$ cat src/sv/triangular_matrix_unpack_addresses_core_defines.svh
// ----------------------------------------------------------------------------
// Assertion macros for the triangular matrix unpack block
// Clocked assertion helpers; defining ASSERT_OFF removes them all.
// ----------------------------------------------------------------------------
`ifndef TRIANGULAR_MATRIX_UNPACK_ADDRESSES_CORE_DEFINES_SVH
`define TRIANGULAR_MATRIX_UNPACK_ADDRESSES_CORE_DEFINES_SVH

`ifndef ASSERT_OFF
// Property checked at every rising edge of clk outside reset.
`define TMU_ASSERT(lbl, prop, msg) \
    lbl: assert property (@(posedge clk) disable iff (!rst_n) prop) else $error(msg);
// Antecedent in one cycle implies consequent in the next.
`define TMU_ASSERT_NEXT(lbl, ante, cons, msg) \
    lbl: assert property (@(posedge clk) disable iff (!rst_n) (ante) |=> (cons)) \
        else $error(msg);
`else
`define TMU_ASSERT(lbl, prop, msg)
`define TMU_ASSERT_NEXT(lbl, ante, cons, msg)
`endif

`endif

$ cat src/sv/tmu_pkg.sv
// ----------------------------------------------------------------------------
// tmu_pkg
// Layout and shape codes, register indexes and layout decode functions.
// ----------------------------------------------------------------------------
`default_nettype none

package tmu_pkg;

    localparam int MAX_N_DEFAULT = 1024;
    localparam int WEIGHT_W      = 32;
    localparam int LAYOUT_W      = 4;
    localparam int CFG_IDX_W     = 2;
    localparam int SHAPE_W       = 3;

    // Configuration register indexes.
    localparam logic [CFG_IDX_W-1:0] REG_LAYOUT     = 2'd0;
    localparam logic [CFG_IDX_W-1:0] REG_NODE_COUNT = 2'd1;

    // Packed layouts.
    localparam logic [LAYOUT_W-1:0] LAY_FULL            = 4'd0;
    localparam logic [LAYOUT_W-1:0] LAY_UPPER_ROW       = 4'd1;
    localparam logic [LAYOUT_W-1:0] LAY_LOWER_ROW       = 4'd2;
    localparam logic [LAYOUT_W-1:0] LAY_UPPER_DIAG_ROW  = 4'd3;
    localparam logic [LAYOUT_W-1:0] LAY_LOWER_DIAG_ROW  = 4'd4;
    localparam logic [LAYOUT_W-1:0] LAY_UPPER_COL       = 4'd5;
    localparam logic [LAYOUT_W-1:0] LAY_LOWER_COL       = 4'd6;
    localparam logic [LAYOUT_W-1:0] LAY_UPPER_DIAG_COL  = 4'd7;
    localparam logic [LAYOUT_W-1:0] LAY_LOWER_DIAG_COL  = 4'd8;

    // Traversal shapes in terms of the outer and inner loop counters.
    localparam logic [SHAPE_W-1:0] SH_FULL       = 3'd0;
    localparam logic [SHAPE_W-1:0] SH_UPPER      = 3'd1;
    localparam logic [SHAPE_W-1:0] SH_LOWER      = 3'd2;
    localparam logic [SHAPE_W-1:0] SH_UPPER_DIAG = 3'd3;
    localparam logic [SHAPE_W-1:0] SH_LOWER_DIAG = 3'd4;

    // A column-wise upper layout walks the same cells as a row-wise lower one
    // with the loop roles swapped, so it maps to the opposite shape.
    function automatic logic [SHAPE_W-1:0] shape_of(input logic [LAYOUT_W-1:0] lay);
        logic [SHAPE_W-1:0] sh;
        unique case (lay) inside
            LAY_UPPER_ROW, LAY_LOWER_COL:           sh = SH_UPPER;
            LAY_LOWER_ROW, LAY_UPPER_COL:           sh = SH_LOWER;
            LAY_UPPER_DIAG_ROW, LAY_LOWER_DIAG_COL: sh = SH_UPPER_DIAG;
            LAY_LOWER_DIAG_ROW, LAY_UPPER_DIAG_COL: sh = SH_LOWER_DIAG;
            default:                                sh = SH_FULL;
        endcase
        return sh;
    endfunction

    function automatic logic col_wise(input logic [LAYOUT_W-1:0] lay);
        return (lay >= LAY_UPPER_COL) && (lay <= LAY_LOWER_DIAG_COL);
    endfunction

endpackage

`default_nettype wire

$ cat src/sv/triangular_matrix_unpack_addresses_core.sv
// ----------------------------------------------------------------------------
// triangular_matrix_unpack_addresses_core: packed weights to matrix writes
// A request passes through the request stage and then the output register; a
// diagonal or full value gives one write and a mirrored value two, one at a time.
// Reset restores the full layout with N = 2 and empties both stages.
// ----------------------------------------------------------------------------
`default_nettype none

`include "triangular_matrix_unpack_addresses_core_defines.svh"

module triangular_matrix_unpack_addresses_core
    import tmu_pkg::*;
#(
    parameter int MAX_N = MAX_N_DEFAULT,
    localparam int IDX_W  = $clog2(MAX_N),
    localparam int ADDR_W = 2 * IDX_W,
    localparam int NC_W   = ($clog2(MAX_N + 1) > 11) ? $clog2(MAX_N + 1) : 11
)
(
    input  wire logic                       clk,
    input  wire logic                       rst_n,

    input  wire logic                       cfg_we,
    input  wire logic [CFG_IDX_W-1:0]       cfg_index,
    input  wire logic [NC_W-1:0]            cfg_data,

    input  wire logic                       in_valid,
    output logic                            in_ready,
    input  wire logic signed [WEIGHT_W-1:0] weight,

    output logic                            out_valid,
    input  wire logic                       out_ready,
    output logic [IDX_W-1:0]                row,
    output logic [IDX_W-1:0]                col,
    output logic [ADDR_W-1:0]               cell_address,
    output logic signed [WEIGHT_W-1:0]      cell_value,
    output logic                            last_of_run,
    output logic                            section_done
);

    typedef struct packed {
        logic [IDX_W-1:0]  outer;
        logic [IDX_W-1:0]  inner;
        logic [ADDR_W-1:0] obase;
        logic [ADDR_W-1:0] ibase;
    } trav_t;

    typedef struct packed {
        logic [IDX_W-1:0]  r;
        logic [IDX_W-1:0]  c;
        logic [ADDR_W-1:0] addr;
    } wr_t;

    localparam logic [NC_W-1:0] N_MIN = NC_W'(2);
    localparam logic [NC_W-1:0] N_MAX = NC_W'(MAX_N);

    // Start of traversal: only the strict shapes begin off the origin.
    function automatic trav_t start_of(input logic [SHAPE_W-1:0] sh,
                                       input logic [NC_W-1:0] n);
        trav_t t;
        t.outer = (sh == SH_LOWER) ? IDX_W'(1) : '0;
        t.obase = (sh == SH_LOWER) ? ADDR_W'(n) : '0;
        t.inner = (sh == SH_UPPER) ? IDX_W'(1) : '0;
        t.ibase = (sh == SH_UPPER) ? ADDR_W'(n) : '0;
        return t;
    endfunction

    function automatic logic [NC_W-1:0] clamp_n(input logic [NC_W-1:0] v);
        logic [NC_W-1:0] r;
        if (v < N_MIN)
            r = N_MIN;
        else if (v > N_MAX)
            r = N_MAX;
        else
            r = v;
        return r;
    endfunction

    logic [SHAPE_W-1:0]         shape_reg, shape_next;
    logic                       cw_reg, cw_next;
    logic [NC_W-1:0]            n_reg, n_next;
    trav_t                      trav_reg, trav_next;

    logic                       job_valid_reg, job_valid_next;
    logic                       job_two_reg, job_two_next;
    logic                       job_phase_reg, job_phase_next;
    logic                       job_done_reg, job_done_next;
    logic signed [WEIGHT_W-1:0] job_value_reg, job_value_next;
    wr_t                        job_first_reg, job_first_next;
    wr_t                        job_second_reg, job_second_next;

    logic                       out_valid_reg, out_valid_next;
    wr_t                        out_wr_reg, out_wr_next;
    logic signed [WEIGHT_W-1:0] out_value_reg, out_value_next;
    logic                       out_last_reg, out_last_next;
    logic                       out_done_reg, out_done_next;

    logic [NC_W-1:0]            inner_hi;
    logic [NC_W-1:0]            outer_last;
    logic                       more_inner;
    logic                       last_outer;
    logic                       done;
    logic                       single;
    wr_t                        wr_a, wr_b;
    logic [ADDR_W-1:0]          obase_step;
    logic [ADDR_W-1:0]          n_addr;
    logic                       cfg_hit;
    logic [SHAPE_W-1:0]         cfg_shape;
    logic [NC_W-1:0]            cfg_n;
    logic                       in_accept;
    logic                       out_load;
    logic                       job_final;
    logic                       job_free;

    // Current position and the two candidate writes.
    always_comb
    begin
        n_addr = ADDR_W'(n_reg);
        case (shape_reg)
            SH_LOWER:      inner_hi = NC_W'(trav_reg.outer) - NC_W'(1);
            SH_LOWER_DIAG: inner_hi = NC_W'(trav_reg.outer);
            default:       inner_hi = n_reg - NC_W'(1);
        endcase
        outer_last = (shape_reg == SH_UPPER) ? (n_reg - NC_W'(2)) : (n_reg - NC_W'(1));
        more_inner = NC_W'(trav_reg.inner) < inner_hi;
        last_outer = NC_W'(trav_reg.outer) >= outer_last;
        done       = !more_inner && last_outer;
        single     = (shape_reg == SH_FULL) || (trav_reg.outer == trav_reg.inner);

        wr_a.r    = trav_reg.outer;
        wr_a.c    = trav_reg.inner;
        wr_a.addr = trav_reg.obase + ADDR_W'(trav_reg.inner);
        wr_b.r    = trav_reg.inner;
        wr_b.c    = trav_reg.outer;
        wr_b.addr = trav_reg.ibase + ADDR_W'(trav_reg.outer);
        obase_step = trav_reg.obase + n_addr;
    end

    // Handshake control.
    always_comb
    begin
        out_load  = job_valid_reg && (!out_valid_reg || out_ready);
        job_final = !job_two_reg || job_phase_reg;
        job_free  = out_load && job_final;
        in_ready  = !job_valid_reg || job_free;
        in_accept = in_valid && in_ready;
    end

    // Configuration and traversal state.
    always_comb
    begin
        cfg_hit   = cfg_we && ((cfg_index == REG_LAYOUT) || (cfg_index == REG_NODE_COUNT));
        cfg_shape = (cfg_index == REG_LAYOUT) ? shape_of(cfg_data[LAYOUT_W-1:0]) : shape_reg;
        cfg_n     = (cfg_index == REG_NODE_COUNT) ? clamp_n(cfg_data) : n_reg;

        shape_next = shape_reg;
        cw_next    = cw_reg;
        n_next     = n_reg;
        trav_next  = trav_reg;

        if (cfg_hit)
        begin
            shape_next = cfg_shape;
            n_next     = cfg_n;
            if (cfg_index == REG_LAYOUT)
                cw_next = col_wise(cfg_data[LAYOUT_W-1:0]);
            trav_next = start_of(cfg_shape, cfg_n);
        end
        else if (in_accept)
        begin
            if (more_inner)
            begin
                trav_next.inner = trav_reg.inner + IDX_W'(1);
                trav_next.ibase = trav_reg.ibase + n_addr;
            end
            else if (last_outer)
            begin
                trav_next = start_of(shape_reg, n_reg);
            end
            else
            begin
                trav_next.outer = trav_reg.outer + IDX_W'(1);
                trav_next.obase = obase_step;
                case (shape_reg)
                    SH_UPPER:
                    begin
                        trav_next.inner = trav_reg.outer + IDX_W'(2);
                        trav_next.ibase = obase_step + n_addr;
                    end
                    SH_UPPER_DIAG:
                    begin
                        trav_next.inner = trav_reg.outer + IDX_W'(1);
                        trav_next.ibase = obase_step;
                    end
                    default:
                    begin
                        trav_next.inner = '0;
                        trav_next.ibase = '0;
                    end
                endcase
            end
        end
    end

    // Request stage: holds both writes of the accepted value.
    always_comb
    begin
        job_valid_next  = job_valid_reg;
        job_two_next    = job_two_reg;
        job_phase_next  = job_phase_reg;
        job_done_next   = job_done_reg;
        job_value_next  = job_value_reg;
        job_first_next  = job_first_reg;
        job_second_next = job_second_reg;

        if (in_accept)
        begin
            job_valid_next  = 1'b1;
            job_phase_next  = 1'b0;
            job_two_next    = !single;
            job_done_next   = done;
            job_value_next  = weight;
            // Column-wise layouts write the mirrored cell first.
            job_first_next  = (single || !cw_reg) ? wr_a : wr_b;
            job_second_next = cw_reg ? wr_a : wr_b;
        end
        else if (job_free)
        begin
            job_valid_next = 1'b0;
            job_phase_next = 1'b0;
        end
        else if (out_load)
        begin
            job_phase_next = 1'b1;
        end
    end

    // Output register.
    always_comb
    begin
        out_valid_next = out_valid_reg;
        out_wr_next    = out_wr_reg;
        out_value_next = out_value_reg;
        out_last_next  = out_last_reg;
        out_done_next  = out_done_reg;

        if (out_load)
        begin
            out_valid_next = 1'b1;
            out_wr_next    = job_phase_reg ? job_second_reg : job_first_reg;
            out_value_next = job_value_reg;
            out_last_next  = job_final;
            out_done_next  = job_done_reg;
        end
        else if (out_ready)
        begin
            out_valid_next = 1'b0;
        end
    end

    always_ff @(posedge clk or negedge rst_n)
    begin
        if (!rst_n)
        begin
            shape_reg     <= SH_FULL;
            cw_reg        <= 1'b0;
            n_reg         <= N_MIN;
            trav_reg      <= '0;
            job_valid_reg <= 1'b0;
            job_phase_reg <= 1'b0;
            job_two_reg   <= 1'b0;
            out_valid_reg <= 1'b0;
        end
        else
        begin
            shape_reg     <= shape_next;
            cw_reg        <= cw_next;
            n_reg         <= n_next;
            trav_reg      <= trav_next;
            job_valid_reg <= job_valid_next;
            job_phase_reg <= job_phase_next;
            job_two_reg   <= job_two_next;
            out_valid_reg <= out_valid_next;
        end
    end

    always_ff @(posedge clk)
    begin
        job_done_reg   <= job_done_next;
        job_value_reg  <= job_value_next;
        job_first_reg  <= job_first_next;
        job_second_reg <= job_second_next;
        out_wr_reg     <= out_wr_next;
        out_value_reg  <= out_value_next;
        out_last_reg   <= out_last_next;
        out_done_reg   <= out_done_next;
    end

    assign out_valid    = out_valid_reg;
    assign row          = out_wr_reg.r;
    assign col          = out_wr_reg.c;
    assign cell_address = out_wr_reg.addr;
    assign cell_value   = out_value_reg;
    assign last_of_run  = out_last_reg;
    assign section_done = out_done_reg;

    // The second write phase only exists for mirrored values.
    `TMU_ASSERT(a_phase_needs_pair, job_phase_reg |-> (job_valid_reg && job_two_reg), "second write phase without a mirrored value")
    // An accepted request always lands in the request stage.
    `TMU_ASSERT_NEXT(a_accept_fills_job, in_valid && in_ready, job_valid_reg, "accepted request was dropped")
    // While the first write of a pair is shown, its partner is still held.
    `TMU_ASSERT(a_pair_pending, (out_valid && !last_of_run) |-> (job_valid_reg && job_phase_reg), "mirrored write lost its partner")
    // The loop counters never leave the matrix.
    `TMU_ASSERT(a_index_in_range, (NC_W'(trav_reg.outer) < n_reg) && (NC_W'(trav_reg.inner) < n_reg), "traversal index beyond node count")

endmodule

`default_nettype wire

$ cat config.mk
export PLATFORM = sky130hd
export DESIGN_NAME = triangular_matrix_unpack_addresses_core
export DESIGN_NICKNAME = d
export VERILOG_FILES = /design/src/sv/tmu_pkg.sv /design/src/sv/triangular_matrix_unpack_addresses_core.sv
export VERILOG_INCLUDE_DIRS = /design/src /design/src/sv
export SDC_FILE = /design/constraint.sdc
export NUM_CORES = 1
export LEC_CHECK = 0
export BUFFER_PORTS_ARGS = -buffer_cell sky130_fd_sc_hd__buf_2
export CAP_MARGIN = 0
export CORE_AREA = 4 4 203 146
export CTS_CLUSTER_SIZE = 30
export DETAILED_ROUTE_END_ITERATION = 6
export DIE_AREA = 0 0 207 150
export GPL_TIMING_DRIVEN = 1
export PLACE_DENSITY = 0.89
export SETUP_SLACK_MARGIN = 0.4
export SYNTH_ARGS = -nofsm -noshare
export SYNTH_HDL_FRONTEND = slang
export SYNTH_SLANG_ARGS = --single-unit
$ cat constraint.sdc
create_clock -name clk -period 14.21 [get_ports clk]
set_input_delay 2.842 -clock clk [delete_from_list [all_inputs] [get_ports clk]]
set_output_delay 2.842 -clock clk [all_outputs]
set_load 0.02 [all_outputs]
### After elaboration in Yosys (flattened, before gate mapping)

Index checks and enable logic that the tools add are counted.

* bits in registers: 266
* output and inout bits: 76

* $add $sub $neg: 11
* eq/ne operators: 17
* multiplexer cells: 34
* magnitude comparators: 6
* reductions and logical operators: 30

Operator list (number)
* 2-to-1 mux 60 bit: 3
* 2-to-1 mux 40 bit: 3
* 2-to-1 mux 11 bit: 8
* adder 20 x 11 -> 20 bit: 3
* adder 20 x 10 -> 20 bit: 2
* 2-to-1 mux 20 bit: 2
* one-hot mux 20 bit (2 select lines): 1
* one-hot mux 11 bit (2 select lines): 1
* adder 10 x 1 -> 10 bit (second input constant): 2
* 2-to-1 mux 10 bit: 2
* one-hot mux 10 bit (2 select lines): 1
* == test 4 x 3 -> 1 bit (second input constant): 4
* one-hot mux 3 bit (4 select lines): 1
* greater-or-equal comparator 10 x 11 -> 1 bit: 1
* greater-than comparator 11 bit (second input constant): 1
* < comparator 10 x 11 -> 1 bit: 1
* < comparator 11 x 2 -> 1 bit (second input constant): 1
* 2-to-1 mux 1 bit: 11
* subtractor 10 x 1 -> 11 bit (second input constant): 1
* subtractor 11 x 1 -> 11 bit (second input constant): 1
* subtractor 11 x 2 -> 11 bit (second input constant): 1
* adder 10 x 2 -> 10 bit (second input constant): 1
* == test 10 bit: 1
* == test 3 x 2 -> 1 bit (second input constant): 3
* other kinds (19): 42

### Logic depth before layout (Yosys ltp)

Gate-level depths: netlist of the first run.

* word-level depth: 8
* mapped depth: 21
* gate-level depth less buffers: 19

### Worst setup path before layout of the first run

Ideal clock, no wire load.

* path kind: in2reg
* start: input out_ready
* end: register trav_reg[5] in the netlist's numbering
* arrival time: 7627 ps
* slack: 6456 ps
* setup time: 127 ps
* stages: 10
* required time: 14083 ps
* buffers on the path: 2
* cells stage by stage: nand2b_1 nand2_1 nand2_1 nand2_1 inv_1 buf_4 clkbuf_1 o21ai_0 a211oi_1 nor2_1

* cells in the longest elaborated chain, start to end: 6

Ends and longest elaborated chain
* start, declared: RTL line triangular_matrix_unpack_addresses_core.sv:32 `input wire logic out_ready,`
* logical OR 1 bit: RTL line triangular_matrix_unpack_addresses_core.sv:142 `out_load = job_valid_reg && (!out_valid_reg || out_ready);`
* logical AND 1 bit: RTL line triangular_matrix_unpack_addresses_core.sv:142
* logical AND 1 bit: RTL line triangular_matrix_unpack_addresses_core.sv:144 `job_free = out_load && job_final;`
* logical OR 1 bit: RTL line triangular_matrix_unpack_addresses_core.sv:145 `in_ready = !job_valid_reg || job_free;`
* via in_ready: RTL line triangular_matrix_unpack_addresses_core.sv:28 `output logic in_ready,`
* logical AND 1 bit: RTL line triangular_matrix_unpack_addresses_core.sv:146 `in_accept = in_valid && in_ready;`
* via in_accept: RTL line triangular_matrix_unpack_addresses_core.sv:110 `logic in_accept;`
* nonzero test 2 bit (no line)
* end signal, assigned: RTL line triangular_matrix_unpack_addresses_core.sv:279 `trav_reg <= trav_next;`
* end, declared: RTL line triangular_matrix_unpack_addresses_core.sv:82 `trav_t trav_reg, trav_next;`

The timed path passes the listed nets, and every way through them passes these cells.
A chain may end at the register's enable or synchronous reset.

### Worst setup path after layout of the first run

* start: input out_ready
* end: output in_ready

* cells in the longest elaborated chain, start to end: 4

Ends and longest elaborated chain (RTL line)
* logical OR 1 bit: triangular_matrix_unpack_addresses_core.sv:142
* logical AND 1 bit: triangular_matrix_unpack_addresses_core.sv:142
* logical AND 1 bit: triangular_matrix_unpack_addresses_core.sv:144
* logical OR 1 bit: triangular_matrix_unpack_addresses_core.sv:145
* end, declared: triangular_matrix_unpack_addresses_core.sv:28

Every way passes these cells.

==> impl_metrics.tcl, run 1 <==
set metrics [dict create \
    io_pins 126 \
    avgSynthCellArea_um2 10.4 \
    placedInstanceArea_mm2 0.0171 \
    clkTransAtPathRegs_ns 0.07 \
    grt_use_total_pct 28.3 \
    drc 0 \
    startpoint_type "input port" \
    drt_iter0_markers 1537 \
    setup_viol 0 \
    clk_latency_ns 0.54 \
    fmax_ghz 0.159 \
    floorplan.die_area_mm2 0.0311 \
    synth_top_area_cell "edfxtp_1" \
    max_slew_margin_pct 21.8 \
    synth-edff-count 187 \
    die_h_um 150 \
    async_reset_ff_share_pct 29.7 \
    synth-seq-cells 266 \
    r2r_slack_ns 8.67 \
    grt_first_pass_wirelength_um 70200 \
    cts_tree "done" \
    fin_area_mm2 0.0180 \
    routedWlPerCell_um 22.4 \
    wl_met3_um 4760 \
    num_antenna_cells 0 \
    worstSetupPathType "input port to primary output" \
    tightest_slew_ns 1.17 \
    root_buffer "clkbuf_16" \
    ant_nets 0 \
    synth_top_area_share_pct 34.4 \
    register_area_mm2 0.00759 \
    rows 51 \
    gr-total-overflow 0 \
    ys.warnings.count 0 \
    synth_cells 1564 \
    n_fill_cell 2127 \
    place_congestion 1.01 \
    cts_setup_buffers 0 \
    worstHoldPathType "flip-flop to flip-flop" \
    synth_area_mm2 0.0163 \
    top_layer_used "met5" \
    rsz0062_at_grt "false" \
    routed_wl_um 45400 \
    ys_top_cells_by_area "edfxtp_1 (34%), dfrtp_1 (12%), ha_1 (6.4%), mux2_2 (5.4%), o21ai_0 (3.9%)" \
    crit_path_end_kind "primary output" \
    multi_input_area_mm2 0.00813 \
    nets 1773 \
    fp.dieW_um 207 \
    skew_ns 0.0123 \
    worstSetupStartpoint "out_ready" \
    syn2layout_area_growth_pct 10.1 \
    initial_core_util_pct 59.2 \
    cp_max_fo 3 \
    dr_wl_met2_um 19900 \
    layout-drive-gt1-share_pct 17.8 \
    status "completed" \
    hold_viol_final 0 \
    seq_area_frac_synth_pct 46.5 \
    synth.net_count 1703 \
    cellPowerDensity_mw_per_mm2 181 \
    yosysUniqueCellTypes 88 \
    design.core.area_mm2 0.0276 \
    fin_crit_ns 6.28 \
    viasPerCell 6.45 \
    m1WireLength_um 19300 \
    cts_hold_buf 0 \
    firstDrtPassIters 5 \
    worstPathArrival_ns 3.44 \
    drv_slew 0 \
    vias 13100 \
    largest_register_ffs 60 \
    synth_top_flop_cell "edfxtp_1" \
    dpl.hpwl_um 31800 \
    reg2reg_from "shape_reg[2]$_DFFE_PN0P_" \
    cts_sinks 266 \
    cts_buffers 26 \
    clockBufferDepth 3 \
    required_ns 11.37 \
    cts_resized 0 \
    hp-start "job_value_reg[2]$_DFFE_PP_" \
    setup_tns_ns 0 \
    grt_max_degree 82 \
    timing.hold.ws_ns 0.414 \
    antenna_found_initial 1 \
    cts-htree-levels 1 \
    leakagePower_nw 7.21 \
    first_global_vias 12700 \
    period_share_pct 44.2 \
    portBuffers 125 \
    max_cap_violations 0 \
    ir_drop_mv 0.138 \
]
-- cells in the final DEF (no fill, tap or decap), types with 13 or more instances in the layout --
| cell | synthesis | layout |
|---|---|---|
| inv_1 | 33 | 32 |
| nor2b_1 | 20 | 20 |
| mux2_2 | 78 | 78 |
| edfxtp_1 | 187 | 187 |
| o21a_1 | 13 | 13 |
| a21oi_1 | 77 | 77 |
| dfrtp_1 | 78 | 77 |
| nand3_1 | 35 | 35 |
| and3_1 | 20 | 20 |
| ha_1 | 84 | 84 |
| a31oi_1 | 16 | 16 |
| o21ai_0 | 127 | 127 |
| nand2_1 | 137 | 136 |
| a211oi_1 | 13 | 13 |
| a22oi_1 | 20 | 20 |
| nor3_1 | 30 | 30 |
| xnor2_1 | 72 | 72 |
| xor2_1 | 40 | 40 |
| clkbuf_16 | 0 | 27 |
| buf_4 | 7 | 17 |
| nor2_1 | 117 | 117 |
| o22ai_1 | 20 | 20 |
| a21o_1 | 21 | 21 |
| buf_2 | 16 | 124 |
| nand2b_1 | 25 | 25 |
| mux2i_1 | 34 | 34 |
-- per-layer routing --
metal / track usage (%) / vias up
met3: 6.48 / 131
met5: 0 / -
met4: 8.79 / 2
li1: - / 5928
met1: 40.2 / 6276
met2: 44.0 / 733
-- worst max-delay path, cell delays in order --
cell      delay [ns]
buf_2           0.10
nand2b_1        0.17
nand2_1         0.07
nand2_1         0.08
buf_2           0.17
-- logic make-up after synthesis --
family	after synthesis	share of synthesized area, %
adder cells (fa/ha/maj)	89	7.05
buffers and inverters	132	3.72
AND/OR/NAND/NOR	456	13.8
AO/OA/AOI/OAI	397	15.5
flip-flops	266	46.5
XOR/XNOR	112	6.01
multiplexers	112	7.46
-- worst paths after layout --
| kind | end | depth (start not counted) |
|---|---|---|
| worst min-delay path | cell_value[2]$_DFFE_PP_ | 0 |
| worst min register to register | cell_value[2]$_DFFE_PP_ | 0 |
| worst max register to register | trav_reg[29]$_DFFE_PN0P_ | 13 |
| min in group asynchronous | job_valid_reg$_DFFE_PN0N_ | 1 |
| worst max-delay path | in_ready | 5 |
| max in group asynchronous | cw_reg$_DFFE_PN0P_ | 2 |
-- synthesized netlist by cell type (5+ instances only) --
cell type / n
a2111oi_0: 5
a211oi_1: 13
a21boi_0: 6
a21o_1: 21
a21oi_1: 77
a22oi_1: 20
a31oi_1: 16
a32oi_1: 6
and2_1: 10
and3_1: 20
buf_1: 16
buf_2: 16
buf_4: 7
buf_6: 7
clkbuf_1: 51
dfrtp_1: 78
edfxtp_1: 187
fa_1: 5
ha_1: 84
inv_1: 33
mux2_2: 78
mux2i_1: 34
nand2_1: 137
nand2b_1: 25
nand3_1: 35
nand4_1: 10
nor2_1: 117
nor2b_1: 20
nor3_1: 30
nor3b_1: 7
o211ai_1: 10
o21a_1: 13
o21ai_0: 127
o21ai_1: 9
o22ai_1: 20
o31ai_1: 7
or3_1: 6
or4_1: 6
xnor2_1: 72
xor2_1: 40
-- power breakdown --
group          leakage, nW  switching [mW]  internal (mW)  total [mW]
registers             2.83           0.127           1.05        1.17
clock network        0.444           0.303          0.432       0.735
logic                 3.94           0.825          0.527        1.35
-- layout make-up --
class                   count  share of cell area (%)
clock inverters            18                    1.16
clock buffers              30                    3.93
well taps                 371                    2.58
flip-flops and latches    266                    42.2
multi-input cells        1166                    45.2
repair buffers            141                    4.16
inverters                  33                   0.703
-- stage by stage --
step	cells	total power, mW	setup slack [ns]	util (%)
final	2025	3.26	7.93	65.2
after global routing	2025	3.43	7.86	65.2
after CTS	2025	3.24	7.93	65.2
after detailed placement	1977	2.49	7.93	61.9
after global placement	1977	2.43	7.96	61.9
after floorplan	1564	2.13	6.46	-
Note: power is estimated with default switching activity, not from simulation.
==> run 2, diff against run 1 <==
clock period = 6 ns   (was 14.21 ns; I/O delays follow)
==> impl_metrics.tcl, run 2 (synthesis results as in run 1) <==
set metrics [dict create \
    grt_max_degree 81 \
    die_h_um 150 \
    fmax_ghz 0.196 \
    fin_crit_ns 5.09 \
    stdcell_count 2040 \
    cp_max_fo 18 \
    routedWlPerCell_um 23.0 \
    tightest_slew_ns 1.03 \
    grt_busiest_layer "met2" \
    crit_path_end_kind "flip-flop" \
    status "completed" \
    clk_latency_ns 0.56 \
    period_share_pct 84.8 \
    layout-drive-gt1-share_pct 18.4 \
    portBuffers 125 \
    grt_use_total_pct 29.5 \
    cts_tree "done" \
    largest_register_ffs 60 \
    vias 13200 \
    clkTransAtPathRegs_ns 0.07 \
    globalRouteMet1Util_pct 43.9 \
    n_fill_cell 2113 \
    cts_resized 0 \
    p_total_mw 7.78 \
    mostFrequentLayoutCell "edfxtp_1" \
    drt_iter0_markers 1769 \
    dp.cells 1990 \
    clockBufferDepth 3 \
    cellPowerDensity_mw_per_mm2 431 \
    cts_sinks 266 \
    rsz0062_at_grt "false" \
    cts-htree-levels 1 \
    floorplan.die_area_mm2 0.0311 \
    ir_drop_mv 0.276 \
    required_ns 6.47 \
    firstDrtPassIters 6 \
    num_antenna_cells 0 \
    drv_slew 0 \
    drc 0 \
    worstHoldPathType "flip-flop to flip-flop" \
    io_pins 126 \
    placedInstanceArea_mm2 0.0172 \
    cts_buffers 27 \
    setup_tns_ns 0 \
    routed_wl_um 46900 \
    fin_area_mm2 0.0181 \
    layout_common_cells "edfxtp_1 (187), nand2_1 (136), o21ai_0 (127)" \
    place_congestion 0.967 \
    setup_viol 0 \
    worstPathArrival_ns 5.56 \
    dpl.hpwl_um 33500 \
    grt_util_met2_pct 44.5 \
    startpoint_type "flip-flop" \
    worstSetupPathType "flip-flop to flip-flop" \
    max_cap_violations 0 \
    first_global_vias 12600 \
    initial_core_util_pct 59.2 \
    root_buffer "clkbuf_16" \
    fp.dieW_um 207 \
    syn2layout_area_growth_pct 10.7 \
    leakagePower_nw 7.27 \
    antenna_found_initial 0 \
    cts_hold_buf 0 \
    ant_nets 0 \
    globalRouteMet3Util_pct 5.47 \
    grt_first_pass_wirelength_um 72600 \
    viasPerCell 6.47 \
    nets 1787 \
    hold_viol_final 0 \
    cts_setup_buffers 0 \
    rows 51 \
    design.core.area_mm2 0.0276 \
    gr-total-overflow 0 \
    max_slew_margin_pct 31.3 \
    skew_ns 0.0168 \
]
==> run 2: layer usage <==
metal	share of wire (%)	vias up
li1	-	5925
met4	3.3	0
met1	43	6368
met2	43	791
met5	0	-
met3	11	110
==> run 2: path summary, 6_finish.rpt <==
check	slack, ns	depth (start not counted)	to	from
worst max-delay path	0.91	13	trav_reg[10]$_DFFE_PN0P_	trav_reg[55]$_DFFE_PN0P_
worst min-delay path	0.42	0	cell_value[4]$_DFFE_PP_	job_value_reg[4]$_DFFE_PP_
worst max register to register	0.91	13	trav_reg[10]$_DFFE_PN0P_	trav_reg[55]$_DFFE_PN0P_
worst min register to register	0.42	0	cell_value[4]$_DFFE_PP_	job_value_reg[4]$_DFFE_PP_
max in group asynchronous	4.30	2	cw_reg$_DFFE_PN0P_	rst_n
min in group asynchronous	0.58	1	job_two_reg$_DFFE_PN0P_	rst_n
==> run 2: through the flow <==
step | setup WS (ns) | hold slack (ns) | util, %
final | 0.910 | 0.421 | 65.6
after global routing | 0.654 | 0.430 | 65.6
after CTS | 1.05 | 0.420 | 65.6
after detailed placement | 1.09 | 0.406 | 62.3
after global placement | 1.15 | 0.400 | 62.3
after floorplan | 1.80 | 0.400 | -
==> run 2: final cells by class <==
cell class | count | area [um2] | area share, %
clock buffer | 32 | 694 | 3.84
clock inverter | 18 | 224 | 1.24
inverter | 33 | 126 | 0.699
multi-input combinational | 1166 | 8130 | 45.0
sequential | 266 | 7590 | 42.0
tap | 371 | 464 | 2.57
timing repair buffer | 154 | 846 | 4.68
==> run 2: critical path, stage by stage (launching register included) <==
cell and delay, ns:
dfrtp_1 0.66, nor4_1 0.72, nand2b_1 0.23, or4_1 0.51, a41o_1 0.25, ha_1 0.20, or4_1 0.53, a211oi_1 0.39
a41oi_2 0.29, buf_4 0.27, nand2_1 0.42, a311o_1 0.19, a31oi_1 0.05, o31ai_1 0.27
==> run 2: report_power, final <==
part / total, mW / switching [mW] / internal (mW)
logic: 3.21 / 1.96 / 1.25
clock network: 1.76 / 0.753 / 1.01
registers: 2.81 / 0.327 / 2.48
==> run 3, diff against run 2 <==
clock period = 5.1 ns   (was 6 ns; I/O delays follow)
==> impl_metrics.tcl, run 3 (synthesis results as in run 1) <==
set metrics [dict create \
    fin_crit_ns 4.54 \
    worstSetupPathType "flip-flop to flip-flop" \
    vias 13300 \
    final_util_pct 66.1 \
    multi_input_area_mm2 0.00817 \
    combPwrFrac_pct 42.5 \
    max_stage_delay_ns 0.59 \
    layout-drive-gt1-share_pct 19.7 \
    floorplan.die_area_mm2 0.0311 \
    clockBufferDepth 3 \
    nets 1807 \
    cp_top_family "compound AO/OA/AOI/OAI gates" \
    cts_tree "done" \
    die_h_um 150 \
    required_ns 5.52 \
    drt_iter0_markers 1675 \
    ant_nets 0 \
    cts_sinks 266 \
    p_total_mw 9.04 \
    cp_cell_sequence "ha_1, fa_1, a21o_1, a311oi_1, o21bai_1, a21oi_1, xnor2_1, ha_1, a21oi_1, nand2b_1, o21ai_1, o31ai_1, buf_4, o21ai_0, o21ai_0, xnor2_1, o21ai_0" \
    worstHoldPathType "flip-flop to flip-flop" \
    hold_viol_final 0 \
    setup_viol 0 \
    syn2layout_area_growth_pct 11.7 \
    portBuffers 125 \
    drv_slew 0 \
    cp-endpoint "trav_reg[13]$_DFFE_PN0P_" \
    leakagePower_nw 7.36 \
    status "completed" \
    tightest_slew_ns 1.19 \
    r2r_slack_ns 0.56 \
    fp.dieW_um 207 \
    clkTransAtPathRegs_ns 0.07 \
    cellPowerDensity_mw_per_mm2 496 \
    fmax_ghz 0.220 \
    max_slew_margin_pct 20.3 \
    worst_r2r_endpoint "trav_reg[13]$_DFFE_PN0P_" \
    place_congestion 0.994 \
    p_int_mw 5.49 \
    cp_max_fo 10 \
    gr-total-overflow 0 \
    seq_power_share_pct 36.0 \
    max_cap_violations 0 \
    crit_top_cell "o21ai_0" \
    num_antenna_cells 0 \
    largest_register_ffs 60 \
    layout_common_cells "edfxtp_1 (187), nand2_1 (135), o21ai_0 (125)" \
    reg2reg_from "n_reg[0]$_DFFE_PN0P_" \
    rsz0062_at_grt "false" \
    first_global_vias 12500 \
    root_buffer "clkbuf_16" \
    skew_ns 0.0174 \
    antenna_found_initial 2 \
    ir_drop_mv 0.350 \
    cts-htree-levels 1 \
    switching_share_pct 39.2 \
    n_fill_cell 2114 \
    grt_use_total_pct 29.0 \
    fin_area_mm2 0.0182 \
    worst-path-stages 17 \
    cp.buffers_inverters 1 \
    grt_first_pass_wirelength_um 71800 \
    initial_core_util_pct 59.2 \
    p_clk_share_pct 21.5 \
    dpl.hpwl_um 33500 \
    routedWlPerCell_um 22.6 \
    drc 0 \
    io_pins 126 \
    register_area_mm2 0.00760 \
    mostFrequentLayoutCell "edfxtp_1" \
    cts_buffers 27 \
    setup_tns_ns 0 \
    routed_wl_um 46600 \
    rr_worst_depth 17 \
    clk_latency_ns 0.55 \
    rows 51 \
    timing.hold.ws_ns 0.420 \
    worstSetupStartpoint "n_reg[0]$_DFFE_PN0P_" \
    p_switching_mw 3.55 \
    placedInstanceArea_mm2 0.0173 \
    crit_path_end_kind "flip-flop" \
    firstDrtPassIters 5 \
    grt_max_degree 91 \
    period_share_pct 89.1 \
    worstPathArrival_ns 4.96 \
    design.core.area_mm2 0.0276 \
    startpoint_type "flip-flop" \
    worst_path_max_delay_cell "a311oi_1" \
    viasPerCell 6.48 \
]
-- run 3: cell count changes in the layout (fill, tap and decap cells not counted), sizes merged --
cell	change
bufinv	-3
clkinv	-2
inv	+3
buf	+20
clkbuf	+2
clkinvlp	-1
-- run 3: routing by layer --
layer | GRT usage [%] | vias up | share of wire [%]
met5 | 0 | - | 0.034
met4 | 8.62 | 2 | 3.3
met3 | 5.66 | 111 | 11
met2 | 43.5 | 788 | 44
met1 | 43.3 | 6461 | 42
li1 | - | 5977 | -
-- run 3: layout make-up --
cell class                      instances  share of cell area (%)
Clock inverter                         15                   0.693
Timing Repair Buffer                  174                    5.60
Sequential cell                       266                    41.7
Multi-Input combinational cell       1166                    44.8
Inverter                               33                   0.714
Clock buffer                           34                    3.96
Tap cell                              371                    2.55
-- run 3: metrics by stage --
step | instances | setup slack [ns]
after floorplan | 1564 | 0.957
after global placement | 2005 | 0.460
after detailed placement | 2005 | 0.358
after CTS | 2054 | 0.473
after global routing | 2059 | 0.435
final | 2059 | 0.558
-- run 3: worst min path at each step --
stage                                           start                       end  depth (start not counted)
after global routing      job_value_reg[10]$_DFFE_PP_  cell_value[10]$_DFFE_PP_                          0
after detailed placement  job_value_reg[10]$_DFFE_PP_  cell_value[10]$_DFFE_PP_                          0
after floorplan            job_value_reg[0]$_DFFE_PP_   cell_value[0]$_DFFE_PP_                          0
final                     job_value_reg[18]$_DFFE_PP_  cell_value[18]$_DFFE_PP_                          0
after global placement     job_value_reg[1]$_DFFE_PP_   cell_value[1]$_DFFE_PP_                          0
after CTS                 job_value_reg[10]$_DFFE_PP_  cell_value[10]$_DFFE_PP_                          0
-- run 3: power by group through the flow --
stage,Sequential (mW),Clock [mW],Combinational (mW)
2_1_floorplan,3.32,0,2.61
3_3_place_gp,3.26,0,3.61
3_5_place_dp,3.28,0,3.73
4_1_cts,3.25,1.96,3.76
5_1_grt,3.29,2.06,4.19
6_report,3.26,1.94,3.84
-- run 3: what timing repair did --
action / 4_1_cts / 5_1_grt
gates resized for setup: 2 / 11
setup endpoints to repair: 21 / 54
pin swaps: 0 / 1
hold endpoints to repair: 0 / 0
setup buffers: 0 / 5
hold buffers: 0 / 0
-- run 3: worst reg2reg max path, delay by kind of cell (launching register included) --
| kind | cells | cell delay, ns |
|---|---|---|
| compound gates | 10 | 2.22 |
| fa+ha+maj | 3 | 1.05 |
| flops | 1 | 0.48 |
| xor+xnor | 2 | 0.45 |
| buf+inv | 1 | 0.18 |
| simple gates | 1 | 0.08 |
